`config.mk`:
```
export PLATFORM = sky130hd
export DESIGN_NAME = h2d_axis_div
export DESIGN_NICKNAME = d
export VERILOG_FILES = /design/src/h2d_pkg.sv /design/src/h2d_axis_div.sv
export SDC_FILE = /design/constraint.sdc
export NUM_CORES = 1
export LEC_CHECK = 0
export BUFFER_PORTS_ARGS = -buffer_cell sky130_fd_sc_hd__buf_2
export CORE_MARGIN = 2
export CORE_UTILIZATION = 56
export DETAILED_ROUTE_END_ITERATION = 7
export GPL_TIMING_DRIVEN = 0
export HOLD_SLACK_MARGIN = 0.08
export PLACE_DENSITY_LB_ADDON = 0.12
export SLEW_MARGIN = 20
export SYNTH_ARGS = -nofsm -noshare
export SYNTH_HDL_FRONTEND = slang
export SYNTH_SLANG_ARGS = --single-unit
```
`constraint.sdc`:
```
create_clock -name clk_i -period 3.9 [get_ports clk_i]
set_input_delay 0.585 -clock clk_i [delete_from_list [all_inputs] [get_ports clk_i]]
set_output_delay 0.585 -clock clk_i [all_outputs]
set_load 0.01 [all_outputs]
```
`src/h2d_pkg.sv`:
```
// shared constants, types and helpers of the two-dimensional histogram core
// no dependencies; used by every other file of the block but h2d_ram
package h2d_pkg;

  localparam int MAX_BINS_PER_AXIS = 64;
  localparam int COUNT_WIDTH       = 32;

  localparam int BIN_W       = $clog2(MAX_BINS_PER_AXIS);
  localparam int ADDR_W      = 2 * BIN_W;
  localparam int STORE_DEPTH = MAX_BINS_PER_AXIS * MAX_BINS_PER_AXIS;
  localparam int VAL_W       = 32;
  localparam int PROD_W      = VAL_W + BIN_W;
  localparam int STEP_W      = (BIN_W > 1) ? $clog2(BIN_W) : 1;
  localparam int OUT_W       = 32;
  localparam int READ_BIN_W  = 12;
  localparam int KIND_W      = 2;
  localparam int CFG_BINS_W  = 7;
  localparam int CFG_IDX_W   = 3;
  localparam int CFG_DATA_W  = 32;

  localparam logic [COUNT_WIDTH-1:0] COUNT_MAX = '1;

  localparam logic [KIND_W-1:0] KIND_ADD   = 2'd0;
  localparam logic [KIND_W-1:0] KIND_READ  = 2'd1;
  localparam logic [KIND_W-1:0] KIND_CLEAR = 2'd2;

  localparam logic [CFG_IDX_W-1:0] CFG_X_BINS = 3'd0;
  localparam logic [CFG_IDX_W-1:0] CFG_Y_BINS = 3'd1;
  localparam logic [CFG_IDX_W-1:0] CFG_X_LOW  = 3'd2;
  localparam logic [CFG_IDX_W-1:0] CFG_X_HIGH = 3'd3;
  localparam logic [CFG_IDX_W-1:0] CFG_Y_LOW  = 3'd4;
  localparam logic [CFG_IDX_W-1:0] CFG_Y_HIGH = 3'd5;

  typedef struct packed {
    logic                    start;
    logic signed [VAL_W-1:0] value;
    logic signed [VAL_W-1:0] low;
    logic signed [VAL_W-1:0] high;
    logic [BIN_W-1:0]        bins_m1;
  } axis_req_t;

  typedef struct packed {
    logic             done;
    logic [BIN_W-1:0] bin;
  } axis_rsp_t;

  // bin count in use: zero acts as one, clipped to the store size
  function automatic logic [BIN_W:0] eff_bins(input logic [CFG_BINS_W-1:0] n);
    logic [BIN_W:0] r;
    if (n == '0) begin
      r = (BIN_W+1)'(1);
    end else if (int'(n) > MAX_BINS_PER_AXIS) begin
      r = (BIN_W+1)'(MAX_BINS_PER_AXIS);
    end else begin
      r = (BIN_W+1)'(n);
    end
    return r;
  endfunction

endpackage

```
`src/h2d_axis_div.sv`:
```
// one axis binning unit: bit-serial multiply by (bins-1), then bit-serial divide by span
// depends on h2d_pkg
module h2d_axis_div (
  input  logic               clk_i,
  input  logic               rst_ni,
  input  h2d_pkg::axis_req_t req_i,
  output h2d_pkg::axis_rsp_t rsp_o
);

  localparam logic [1:0] PH_IDLE = 2'd0;
  localparam logic [1:0] PH_MUL  = 2'd1;
  localparam logic [1:0] PH_DIV  = 2'd2;

  localparam logic [h2d_pkg::STEP_W-1:0] STEP_LAST = h2d_pkg::STEP_W'(h2d_pkg::BIN_W - 1);

  logic [1:0]                    phase_q, phase_d;
  logic [h2d_pkg::STEP_W-1:0]    step_q, step_d;
  logic                          done_q, done_d;
  logic [h2d_pkg::VAL_W-1:0]     span_q, span_d;
  logic [h2d_pkg::VAL_W-1:0]     diff_q, diff_d;
  logic [h2d_pkg::BIN_W-1:0]     mult_q, mult_d;
  logic [h2d_pkg::PROD_W-1:0]    acc_q, acc_d;
  logic [h2d_pkg::PROD_W-1:0]    dv_q, dv_d;
  logic [h2d_pkg::BIN_W-1:0]     quo_q, quo_d;

  logic signed [h2d_pkg::VAL_W:0] span_full;
  logic signed [h2d_pkg::VAL_W:0] diff_full;
  logic                           below;
  logic                           above;
  logic                           qbit;

  assign span_full = {req_i.high[h2d_pkg::VAL_W-1], req_i.high}
                   - {req_i.low[h2d_pkg::VAL_W-1], req_i.low};
  assign diff_full = {req_i.value[h2d_pkg::VAL_W-1], req_i.value}
                   - {req_i.low[h2d_pkg::VAL_W-1], req_i.low};
  assign below = ($signed(req_i.high) <= $signed(req_i.low))
              || ($signed(req_i.value) <= $signed(req_i.low));
  assign above = $signed(req_i.value) >= $signed(req_i.high);

  always_comb begin
    phase_d = phase_q;
    step_d  = step_q;
    done_d  = done_q;
    span_d  = span_q;
    diff_d  = diff_q;
    mult_d  = mult_q;
    acc_d   = acc_q;
    dv_d    = dv_q;
    quo_d   = quo_q;
    qbit    = 1'b0;
    unique case (phase_q)
      PH_IDLE: begin
        if (req_i.start) begin
          done_d = 1'b0;
          if (below) begin
            quo_d  = '0;
            done_d = 1'b1;
          end else if (above) begin
            quo_d  = req_i.bins_m1;
            done_d = 1'b1;
          end else begin
            span_d  = h2d_pkg::VAL_W'(span_full);
            diff_d  = h2d_pkg::VAL_W'(diff_full);
            mult_d  = req_i.bins_m1;
            acc_d   = '0;
            step_d  = STEP_LAST;
            phase_d = PH_MUL;
          end
        end
      end
      PH_MUL: begin
        // msb-first shift and add, one multiplier bit a cycle
        acc_d  = {acc_q[h2d_pkg::PROD_W-2:0], 1'b0}
               + (mult_q[h2d_pkg::BIN_W-1] ? h2d_pkg::PROD_W'(diff_q) : '0);
        mult_d = h2d_pkg::BIN_W'({mult_q, 1'b0});
        step_d = step_q - 1'b1;
        if (step_q == '0) begin
          phase_d = PH_DIV;
          step_d  = STEP_LAST;
          dv_d    = h2d_pkg::PROD_W'(span_q) << (h2d_pkg::BIN_W - 1);
        end
      end
      PH_DIV: begin
        // restoring division, one quotient bit a cycle; quotient never exceeds bins-1
        if (acc_q >= dv_q) begin
          acc_d = acc_q - dv_q;
          qbit  = 1'b1;
        end
        quo_d  = h2d_pkg::BIN_W'({quo_q, qbit});
        dv_d   = dv_q >> 1;
        step_d = step_q - 1'b1;
        if (step_q == '0) begin
          phase_d = PH_IDLE;
          done_d  = 1'b1;
        end
      end
      default: begin
        phase_d = PH_IDLE;
      end
    endcase
  end

  always_ff @(posedge clk_i or negedge rst_ni) begin
    if (!rst_ni) begin
      phase_q <= PH_IDLE;
      step_q  <= '0;
      done_q  <= 1'b0;
    end else begin
      phase_q <= phase_d;
      step_q  <= step_d;
      done_q  <= done_d;
    end
  end

  always_ff @(posedge clk_i) begin
    span_q <= span_d;
    diff_q <= diff_d;
    mult_q <= mult_d;
    acc_q  <= acc_d;
    dv_q   <= dv_d;
    quo_q  <= quo_d;
  end

  assign rsp_o.done = done_q;
  assign rsp_o.bin  = quo_q;

endmodule

```
# ---- Yosys cells after proc, flatten, opt, wreduce, memory -nomap -nowiden
# Index checks and enable logic that the tools add are counted.
dict set report totals {
  wordCells 77
  in_bits 105
  regBits 158
  output_inout_bits 7
}
dict set report classes {
  n_reduce_logical 15
  n_lt_le_gt_ge 4
  mux 33
  n_addsub 5
  eq_ne 9
  bitwise 2
}
# op n
set op_table {}
lappend op_table {{38-bit two-way mux} 5}
lappend op_table {{38-bit case mux with 3 select lines} 1}
lappend op_table {{38-bit case mux with 2 select lines} 1}
lappend op_table {{32-bit <= comparator} 2}
lappend op_table {{32-bit subtractor} 2}
lappend op_table {{38-bit by 32-bit adder with 38-bit output} 1}
lappend op_table {{38-bit >= comparator} 1}
lappend op_table {{38-bit subtractor} 1}
lappend op_table {{6-bit two-way mux} 6}
lappend op_table {{32-bit >= comparator} 1}
lappend op_table {{32-bit two-way mux} 1}
lappend op_table {{6-bit case mux with 2 select lines} 2}
lappend op_table {{3-bit two-way mux} 4}
lappend op_table {{2-bit != test (second input constant)} 6}
lappend op_table {{4-bit AND reduction} 3}
lappend op_table {{2-bit two-way mux} 5}
lappend op_table {{5-bit AND reduction} 2}
lappend op_table {{3-bit case mux with 3 select lines} 1}
lappend op_table {{2-bit case mux with 3 select lines} 1}
lappend op_table {{3-bit AND reduction} 2}
lappend op_table {{2-bit nonzero test} 3}
lappend op_table {{1-bit two-way mux} 5}
lappend op_table {{3-bit logical NOT} 1}
lappend op_table {{3-bit != test (second input constant)} 1}
lappend op_table {{other kinds (9)} 10}

# ---- Longest topological paths before layout
# Gate-level depths: netlist (run 1).
dict set report logic_depth {
  word_depth 5
  ltp_mapped 14
  depth_no_buf 13
}

# ---- Least setup slack after synthesis (run 1)
# Ideal clock, no wire load.
dict set report synth_path {
  path_kind {input to register}
  start {input req_i[6] in the netlist's numbering}
  end {register acc_q[0] in the netlist's numbering (enable)}
  path_buffers 0
  setup_ns 0.444
  path_stages 12
  setup_slack_ns -1.112
  t_arrival_ns 4.569
  required_ns 3.456
  cell_sequence {inv_1 -> ha_1 -> fa_1 -> and2b_1 -> nor3_1 -> o21ai_1 -> a21o_1 -> o211ai_1 -> a211oi_2 -> o211ai_2 -> a21oi_2 -> a21boi_1}
}
dict set report synth_between {
  elab_chain_len 4
  word_cells_on_any_way 6
  cone_classes {order compare: 2; eq/ne: 2; reduce/logical: 2}
}
# element line_no
set synth_rtl {}
lappend synth_rtl {{start: declaration} h2d_axis_div.sv:6} ;# input h2d_pkg::axis_req_t req_i,
lappend synth_rtl {{32-bit <= comparator} h2d_axis_div.sv:36} ;# assign below = ($signed(req_i.high) <= $signed(req_i.low))
lappend synth_rtl {{1-bit logical OR} h2d_axis_div.sv:37} ;# || ($signed(req_i.value) <= $signed(req_i.low));
lappend synth_rtl {{2-bit != test (no line)} -}
lappend synth_rtl {{5-bit AND reduction (no line) (*)} -}
lappend synth_rtl {{end signal: assignment} h2d_axis_div.sv:119} ;# acc_q <= acc_d;
lappend synth_rtl {{end: declaration} h2d_axis_div.sv:22} ;# logic [h2d_pkg::PROD_W-1:0] acc_q, acc_d;
# Every way passes the cells marked *; elsewhere a longest branch is shown, timed or not.
# A chain may end at the register's enable or synchronous reset.

# ---- Final worst setup path (run 1)
dict set report layout_path {
  start {input req_i[6] in the netlist's numbering}
  end {register acc_q[13] in the netlist's numbering (enable)}
}
# Same word-level chain as after synthesis.

==> flow_metrics.tcl, run 1 <==
set metrics [dict create \
    relSlewSlack_pct 45.2 \
    placed_area_um2 15500 \
    insertion_delay_ns 0.44 \
    cp.required_ns 4.03 \
    fin_nets 1978 \
    grt_pass1_vias 11600 \
    numCtsBuffers 17 \
    skew_ns 0.0140 \
    path_class "input pin to flop" \
    reg2regPathDepth 13 \
    avgRoutedWirePerCell_um 18.9 \
    diodes 0 \
    avgViaCountPerCell 6.02 \
    overflow 0 \
    netlist-cell-type-count 83 \
    clockRootBuffer "clkbuf_16" \
    rows 58 \
    synthFlopType "edfxtp_1" \
    drt_first_iter_violations 1316 \
    cts_sinks 157 \
    worst_pin_slew_ns 0.821 \
    cp_max_fo 23 \
    synth_area_leaders "edfxtp_1, ha_1, xnor2_1" \
    ant_nets 0 \
    cellPowerDensity_nw_per_um2 661 \
    initial_core_util_pct 57.1 \
    crit_arrival_ns 3.89 \
    r2r-end "acc_q[35]" \
    clk_pin_slew_ns 0.07 \
    dp_cells 2002 \
    yosysWarnings 0 \
    syn_nets 1839 \
    antenna_found_initial 0 \
    place_congestion 0.920 \
    hpwlAfterDp_mm 31.2 \
    synthesis.area_um2 14400 \
    die_w_um 165 \
    synth_seq_area_share_pct 32.5 \
    yosys.area.top_type_share_pct 31.4 \
    die_area_um2 27100 \
    synth-seq-cells 157 \
    status "finished clean" \
    fin_cells 2041 \
    fmax_mhz 266 \
    drv_slew 0 \
    final-hold-violation-count 0 \
    whs_path_depth 2 \
    p_leak_nw 7.11 \
    hold_path.startpoint "req_i[0]" \
    clk_path_buf_depth 2 \
    async_reset_ff_share_pct 3.82 \
    area_growth_pct 11.9 \
    max-vdd-ir-drop_uv 354 \
    endpoint_kind "flop" \
    fill_cells 2132 \
    htree_num_levels 4 \
    synth_cells 1559 \
    syn_area_per_cell_um2 9.26 \
    cts_tree "done" \
    drc 0 \
    synth_edf_count 151 \
    ioPinCount 112 \
    synth.largest_area_cell "edfxtp_1" \
    yosysMostFrequentCell "ha_1" \
    start_kind "input pin" \
    finalCritPeriodShare_pct 96.3 \
    drive_above_1_share_pct 13.3 \
    finalSetupViolCount 0 \
    wl_mm 38.6 \
    postLayoutCellArea_um2 16100 \
    drt-pass1-iter-count 5 \
    hp-class "input pin to flop" \
    die_h_um 165 \
    fin_crit_ns 3.76 \
    grt_pass1_wl_mm 60.6 \
    synthTopCellsByCount "ha_1, edfxtp_1, inv_1" \
    dr_total_vias 12300 \
    core_um2 25300 \
    holdPathEnd "mult_q[0]" \
    drv_cap 0 \
    grtUsageTotal_pct 28.9 \
    r2r-start "mult_q[5]" \
    rrSetupSlack_ns 0.16 \
    grt_max_degree 33 \
    whs_ns 0.467 \
    io_buffers 111 \
]
## layer usage
metal / share of wire (%) / wire length, µm / up-vias / track usage [%]
li1: - / - / 6071 / -
met1: 48 / 18400 / 5751 / 42.4
met2: 44 / 17000 / 409 / 45.2
met3: 6.0 / 2320 / 50 / 2.86
met4: 2.4 / 943 / 0 / 8.81
met5: 0 / 0 / - / 0
## registers in the layout, indices dropped and copies added, names as in the netlist
signal   cells
diff_q      32
done_q       1
step_q       3
quo_q        6
dv_q        37
phase_q      2
mult_q       6
span_q      32
acc_q       38
## layout make-up
type	count	area (µm²)	share of cell area, %
buffer	30	124	0.767
clock buffer	18	429	2.66
clock inverter	14	151	0.938
inverter	142	533	3.30
multi-input combinational	1231	9150	56.7
sequential	157	4680	29.0
tap	330	413	2.56
timing repair buffer	119	658	4.08
## how the worst max path moves through the flow
| stage | from | end | slack [ns] | cells after the start |
|---|---|---|---|---|
| 2_1_floorplan | req_i[6] | mult_q[0] | 0.02 | 12 |
| 3_3_place_gp | req_i[6] | mult_q[0] | -0.80 | 13 |
| 3_5_place_dp | req_i[6] | mult_q[2] | -0.85 | 13 |
| 4_1_cts | req_i[6] | mult_q[4] | 0.09 | 13 |
| 5_1_grt | mult_q[5] | acc_q[35] | -0.01 | 13 |
| 6_report | req_i[6] | acc_q[13] | 0.14 | 14 |
## logic make-up after synthesis
logic type | share of synthesized area (%)
flops | 32.5
fa+ha+maj | 15.4
xor+xnor | 6.62
mux | 3.28
buf+inv | 4.58
compound gates | 21.8
simple gates | 15.9
## cells in the final DEF (no fill, tap or decap), types with 36 or more instances in the layout
cell type	synthesis	layout
nor2b_1	45	45
mux2_2	36	36
xnor2_1	72	72
inv_1	142	142
nor2_1	95	95
buf_2	0	111
and2_1	42	42
xor2_1	37	37
nand3_1	41	41
nand2_1	84	84
o21ai_0	49	48
a21oi_1	114	114
edfxtp_1	151	151
a21o_1	69	69
ha_1	171	171
## metrics by stage
| step | utilization (%) | setup slack, ns | setup TNS [ns] | power (mW) |
|---|---|---|---|---|
| floorplan | - | 0.0237 | 0 | 7.26 |
| global placement | 61.0 | -0.803 | -80.97 | 8.65 |
| detailed placement | 61.3 | -0.850 | -53.74 | 8.79 |
| CTS | 63.8 | 0.0927 | 0 | 10.5 |
| global route | 63.9 | -0.0133 | -0.0196 | 11.4 |
| finish | 63.9 | 0.145 | 0 | 10.7 |
## where the power goes
| group | total, mW | leakage (nW) | switching [mW] | internal, mW |
|---|---|---|---|---|
| logic | 6.21 | 5.34 | 3.68 | 2.53 |
| registers | 2.82 | 1.49 | 0.320 | 2.50 |
| clock network | 1.65 | 0.276 | 0.749 | 0.904 |
## what timing repair did
item,CTS,global route
resized for setup,2,2
setup buffers,3,2
setup endpoints to repair,96,79
hold endpoints to repair,6,0
hold buffers,1,0
pin swaps,1,0
cloned,2,0
## worst max-delay path, cell delays in order
cell,delay (ns)
buf_2,0.10
inv_1,0.04
ha_1,0.22
fa_1,0.41
and2b_1,0.24
nor3_1,0.05
o21ai_1,0.32
a21o_1,0.26
o211ai_1,0.17
a211oi_2,0.35
o211ai_2,0.25
a21oi_2,0.30
a21boi_4,0.36
buf_16,0.21
No activity file was read; power rests on OpenSTA's default activity.
==> run 2, diff against run 1 <==
- PLACE_DENSITY: unset -> 0.76
- PLACE_DENSITY_LB_ADDON: 0.12 -> unset
- clock period: 3.9 -> 4.2 ns (I/O delays scaled with it)
==> flow_metrics.tcl, run 2 (synthesis gave the netlist of run 1 again) <==
set metrics [dict create \
    p_leak_nw 7.12 \
    whs_ns 0.522 \
    rows 58 \
    finalCritPeriodShare_pct 93.1 \
    die_w_um 165 \
    initial_core_util_pct 57.1 \
    skew_ns 0.0164 \
    grt_max_degree 34 \
    core_um2 25300 \
    crit_arrival_ns 3.96 \
    insertion_delay_ns 0.43 \
    path_class "input pin to flop" \
    fin_ws_ns 0.292 \
    avgViaCountPerCell 6.07 \
    avgRoutedWirePerCell_um 18.8 \
    status "finished clean" \
    reg.largest.list "acc_q: 38 flops, dv_q: 37 flops" \
    layout_commonest_cell "ha_1" \
    cellPowerDensity_nw_per_um2 616 \
    totalPowerFinal_mw 9.96 \
    postLayoutCellArea_um2 16200 \
    endpoint_kind "flop" \
    clockRootBuffer "clkbuf_16" \
    hpwlAfterDp_mm 30.9 \
    hp-class "input pin to flop" \
    cp_max_fo 17 \
    drt_first_iter_violations 1189 \
    fill_cells 2120 \
    htree_num_levels 4 \
    drv_slew 0 \
    cts_tree "done" \
    largest_register_ffs 38 \
    worst_pin_slew_ns 0.875 \
    tns_ns 0 \
    fmax_mhz 256 \
    relSlewSlack_pct 41.1 \
    overflow 0 \
    post-place-ws_ns -0.587 \
    fin_nets 1980 \
    drive_above_1_share_pct 13.3 \
    cts_sinks 157 \
    start_kind "input pin" \
    finalSetupViolCount 0 \
    clk_path_buf_depth 2 \
    max-vdd-ir-drop_uv 358 \
    grt_pass1_wl_mm 60.0 \
    rsz0062_at_grt "false" \
    top_register "acc_q" \
    area_growth_pct 12.0 \
    antenna_found_initial 0 \
    final_cell_mix "ha_1, edfxtp_1, inv_1, a21oi_1, buf_2" \
    drv_cap 0 \
    numCtsBuffers 17 \
    placed_area_um2 15500 \
    cp.required_ns 4.25 \
    drt-pass1-iter-count 6 \
    ioPinCount 112 \
    place_congestion 0.995 \
    die_h_um 165 \
    ant_nets 0 \
    io_buffers 111 \
    fin_crit_ns 3.91 \
    dr_total_vias 12400 \
    grt_pass1_vias 11600 \
    final-hold-violation-count 0 \
    grtUsageTotal_pct 28.5 \
    die_area_um2 27100 \
    drc 0 \
    clk_pin_slew_ns 0.06 \
    wl_mm 38.3 \
]
run 2: cell count changes in the layout (fill, tap and decap cells not counted), sizes merged:
cell,delta
bufinv,+1
clkinv,+1
buf,+1
diode,+1
inv,-1
run 2: cell type report:
cell class                      instances  area, µm²  area share [%]
Buffer                                 31        129           0.798
Timing Repair Buffer                  120        678            4.20
Antenna cell                            1       2.50          0.0155
Tap cell                              330        413            2.56
Sequential cell                       157       4680            29.0
Multi-Input combinational cell       1231       9130            56.5
Inverter                              142        533            3.30
Clock buffer                           17        425            2.63
Clock inverter                         15        161           0.999
run 2: worst max-delay path, cell delays in order:
cell and delay (ns):
buf_2 0.10, inv_1 0.04, ha_1 0.22, fa_1 0.40, and2b_1 0.24, nor3_1 0.05
o21ai_1 0.32, a21o_1 0.26, o211ai_1 0.18, a211oi_2 0.35, o21a_2 0.40, and3_4 0.42
o21bai_1 0.34
run 2: path summary, 6_finish.rpt:
path	from	depth (start not counted)	slack [ns]	to
hold reg to reg	step_q[1]	2	0.55	step_q[1]
setup reg to reg	mult_q[5]	14	0.33	acc_q[35]
hold / removal	req_i[0]	2	0.52	mult_q[0]
max in group asynchronous	rst_ni	2	3.45	done_q
min in group asynchronous	rst_ni	2	0.60	step_q[0]
setup / recovery	req_i[6]	13	0.29	mult_q[0]
run 2: power breakdown:
part	leakage, nW	total [mW]	switching (mW)	internal, mW
Sequential	1.49	2.62	0.300	2.32
Clock	0.280	1.54	0.653	0.886
Combinational	5.35	5.80	3.42	2.38
run 2: stage by stage:
stage,cells,util [%]
6_report,2044,64.0
5_1_grt,2043,64.0
4_1_cts,2036,63.7
3_5_place_dp,2002,61.3
3_3_place_gp,2000,61.0
2_1_floorplan,1559,-
run 2: routing by layer:
layer	GRT usage, %	part of all wire (%)
met2	44.8	44
met4	8.30	2.6
met5	0	0
met1	41.7	46
met3	2.89	6.8
run 2: repair_timing:
action | in CTS | in global routing
buffers inserted | 0 | 6
hold buffers | 1 | 0
hold endpoints to repair | 6 | 0
setup endpoints to repair | 6 | 66
pin swaps | 1 | 1
cloned | 1 | 1
resized for setup | 0 | 3
==> run 3, diff against run 2 <==
- CELL_PAD_IN_SITES_DETAIL_PLACEMENT: unset -> 1
- CELL_PAD_IN_SITES_GLOBAL_PLACEMENT: unset -> 2
- CORE_UTILIZATION: 56 -> 39
- PLACE_DENSITY: 0.76 -> 0.82
==> flow_metrics.tcl, run 3 (synthesis gave the netlist of run 1 again) <==
set metrics [dict create \
    max-vdd-ir-drop_uv 270 \
    diodes 0 \
    cts_sinks 157 \
    dr_total_vias 12300 \
    worst_pin_slew_ns 1.10 \
    swShare_pct 45.1 \
    whs_ns 0.543 \
    final-hold-violation-count 0 \
    drv_cap 0 \
    die_area_um2 38600 \
    hpwlAfterDp_mm 37.2 \
    path_class "input pin to flop" \
    antenna_found_initial 0 \
    grt_pass1_wl_mm 69.1 \
    drive_above_1_share_pct 13.4 \
    largest_register_ffs 38 \
    fin_nets 1982 \
    p_leak_nw 7.12 \
    htree_num_levels 4 \
    numCtsBuffers 17 \
    fin_crit_ns 4.04 \
    ioPinCount 112 \
    final_cell_mix "ha_1, edfxtp_1, inv_1, a21oi_1, buf_2" \
    die_w_um 196 \
    fill_cells 4235 \
    p_sw_mw 4.56 \
    intPower_mw 5.54 \
    hp-class "input pin to flop" \
    clk_path_buf_depth 2 \
    cellPowerDensity_nw_per_um2 619 \
    io_buffers 111 \
    endpoint_kind "flop" \
    status "finished clean" \
    rows 70 \
    die_h_um 196 \
    p_clk_share_pct 14.5 \
    cp.required_ns 4.38 \
    start_kind "input pin" \
    drv_slew 0 \
    overflow 0 \
    drt-pass1-iter-count 5 \
    utilization_pct 44.6 \
    wl_mm 45.0 \
    finalCritPeriodShare_pct 96.1 \
    seqPwrFrac_pct 25.9 \
    avgViaCountPerCell 5.63 \
    reg.largest.list "acc_q: 38 flops, dv_q: 37 flops" \
    crit_arrival_ns 4.22 \
    rsz0062_at_grt "false" \
    avgRoutedWirePerCell_um 20.6 \
    tns_ns 0 \
    initial_core_util_pct 39.5 \
    place_congestion 0.869 \
    cp_max_fo 24 \
    core_um2 36500 \
    grt_max_degree 34 \
    relSlewSlack_pct 26.1 \
    clockRootBuffer "clkbuf_16" \
    area_growth_pct 13.0 \
    top_register "acc_q" \
    drt_first_iter_violations 741 \
    drc 0 \
    totalPowerFinal_mw 10.1 \
    finalSetupViolCount 0 \
    clk_pin_slew_ns 0.06 \
    cts_tree "done" \
    grt_pass1_vias 12600 \
    ant_nets 0 \
    insertion_delay_ns 0.43 \
    skew_ns 0.0102 \
    p_comb_share_pct 59.5 \
    grtUsageTotal_pct 23.0 \
    layout_commonest_cell "ha_1" \
    fmax_mhz 248 \
]
## run 3: cell count changes in the layout (fill, tap and decap cells not counted), sizes merged
cell / change
diode: -1
inv: -4
bufinv: -1
buf: +2
clkinv: +5
clkbuf: +1
clkinvlp: -1
## run 3: layer usage
metal | up-vias | global-route usage [%] | part of all wire (%)
met5 | - | 0 | 0
met4 | 0 | 4.77 | 1.4
met3 | 29 | 1.73 | 3.2
met2 | 237 | 38.8 | 47
met1 | 5963 | 32.3 | 48
li1 | 6063 | - | -
## run 3: per-stage QoR
step	cell area (µm²)	cells	setup slack, ns
4_1_cts	16200	2174	0.0184
3_5_place_dp	15700	2140	-0.667
5_1_grt	16300	2183	0.0395
6_report	16300	2183	0.162
3_3_place_gp	15600	2138	-0.655
2_1_floorplan	14400	1559	0.279
## run 3: power groups by stage
stage / registers (mW) / clock network, mW / logic, mW
2_1_floorplan: 2.51 / 0 / 4.23
3_3_place_gp: 2.64 / 0 / 5.54
3_5_place_dp: 2.65 / 0 / 5.76
4_1_cts: 2.62 / 1.49 / 5.83
5_1_grt: 2.65 / 1.54 / 6.61
6_report: 2.62 / 1.47 / 6.01
## run 3: worst paths after layout
path | endpoint | cells after the start | start | slack (ns)
setup reg to reg | acc_q[7] | 15 | acc_q[0] | 0.29
hold reg to reg | dv_q[30] | 1 | span_q[25] | 0.55
setup / recovery | acc_q[7] | 14 | req_i[24] | 0.16
hold / removal | mult_q[1] | 2 | req_i[1] | 0.54
max in group asynchronous | step_q[1] | 2 | rst_ni | 3.49
min in group asynchronous | done_q | 2 | rst_ni | 0.56
## run 3: critical path: stages
cell and delay, ns:
buf_2 0.10, inv_1 0.04, ha_1 0.28, nand4_1 0.15
nor4_1 0.96, nand4_1 0.52, nand4_1 0.23, a21oi_1 0.06
mux2_4 0.34, o211ai_2 0.19, a21oi_2 0.17, a21boi_4 0.17
buf_12 0.17, buf_16 0.17
## run 3: final cells by class
cell class              instances  area (µm²)  area share (%)
plain buffers                  31         129           0.790
clock buffers                  18         429            2.63
clock inverters                14         120           0.737
inverters                     142         533            3.27
multi-input cells            1231        9130            56.0
flip-flops and latches        157        4680            28.7
well taps                     468         586            3.59
repair buffers                122         693            4.25
## run 3: what timing repair did
item                                    in CTS  in global routing
gates cloned                                 1                  1
setup buffers                                0                  8
pin swaps                                    1                  1
hold buffers                                 1                  0
endpoints found under the setup margin       8                 65
gates resized for setup                      1                  1
endpoints found under the hold margin        6                  0
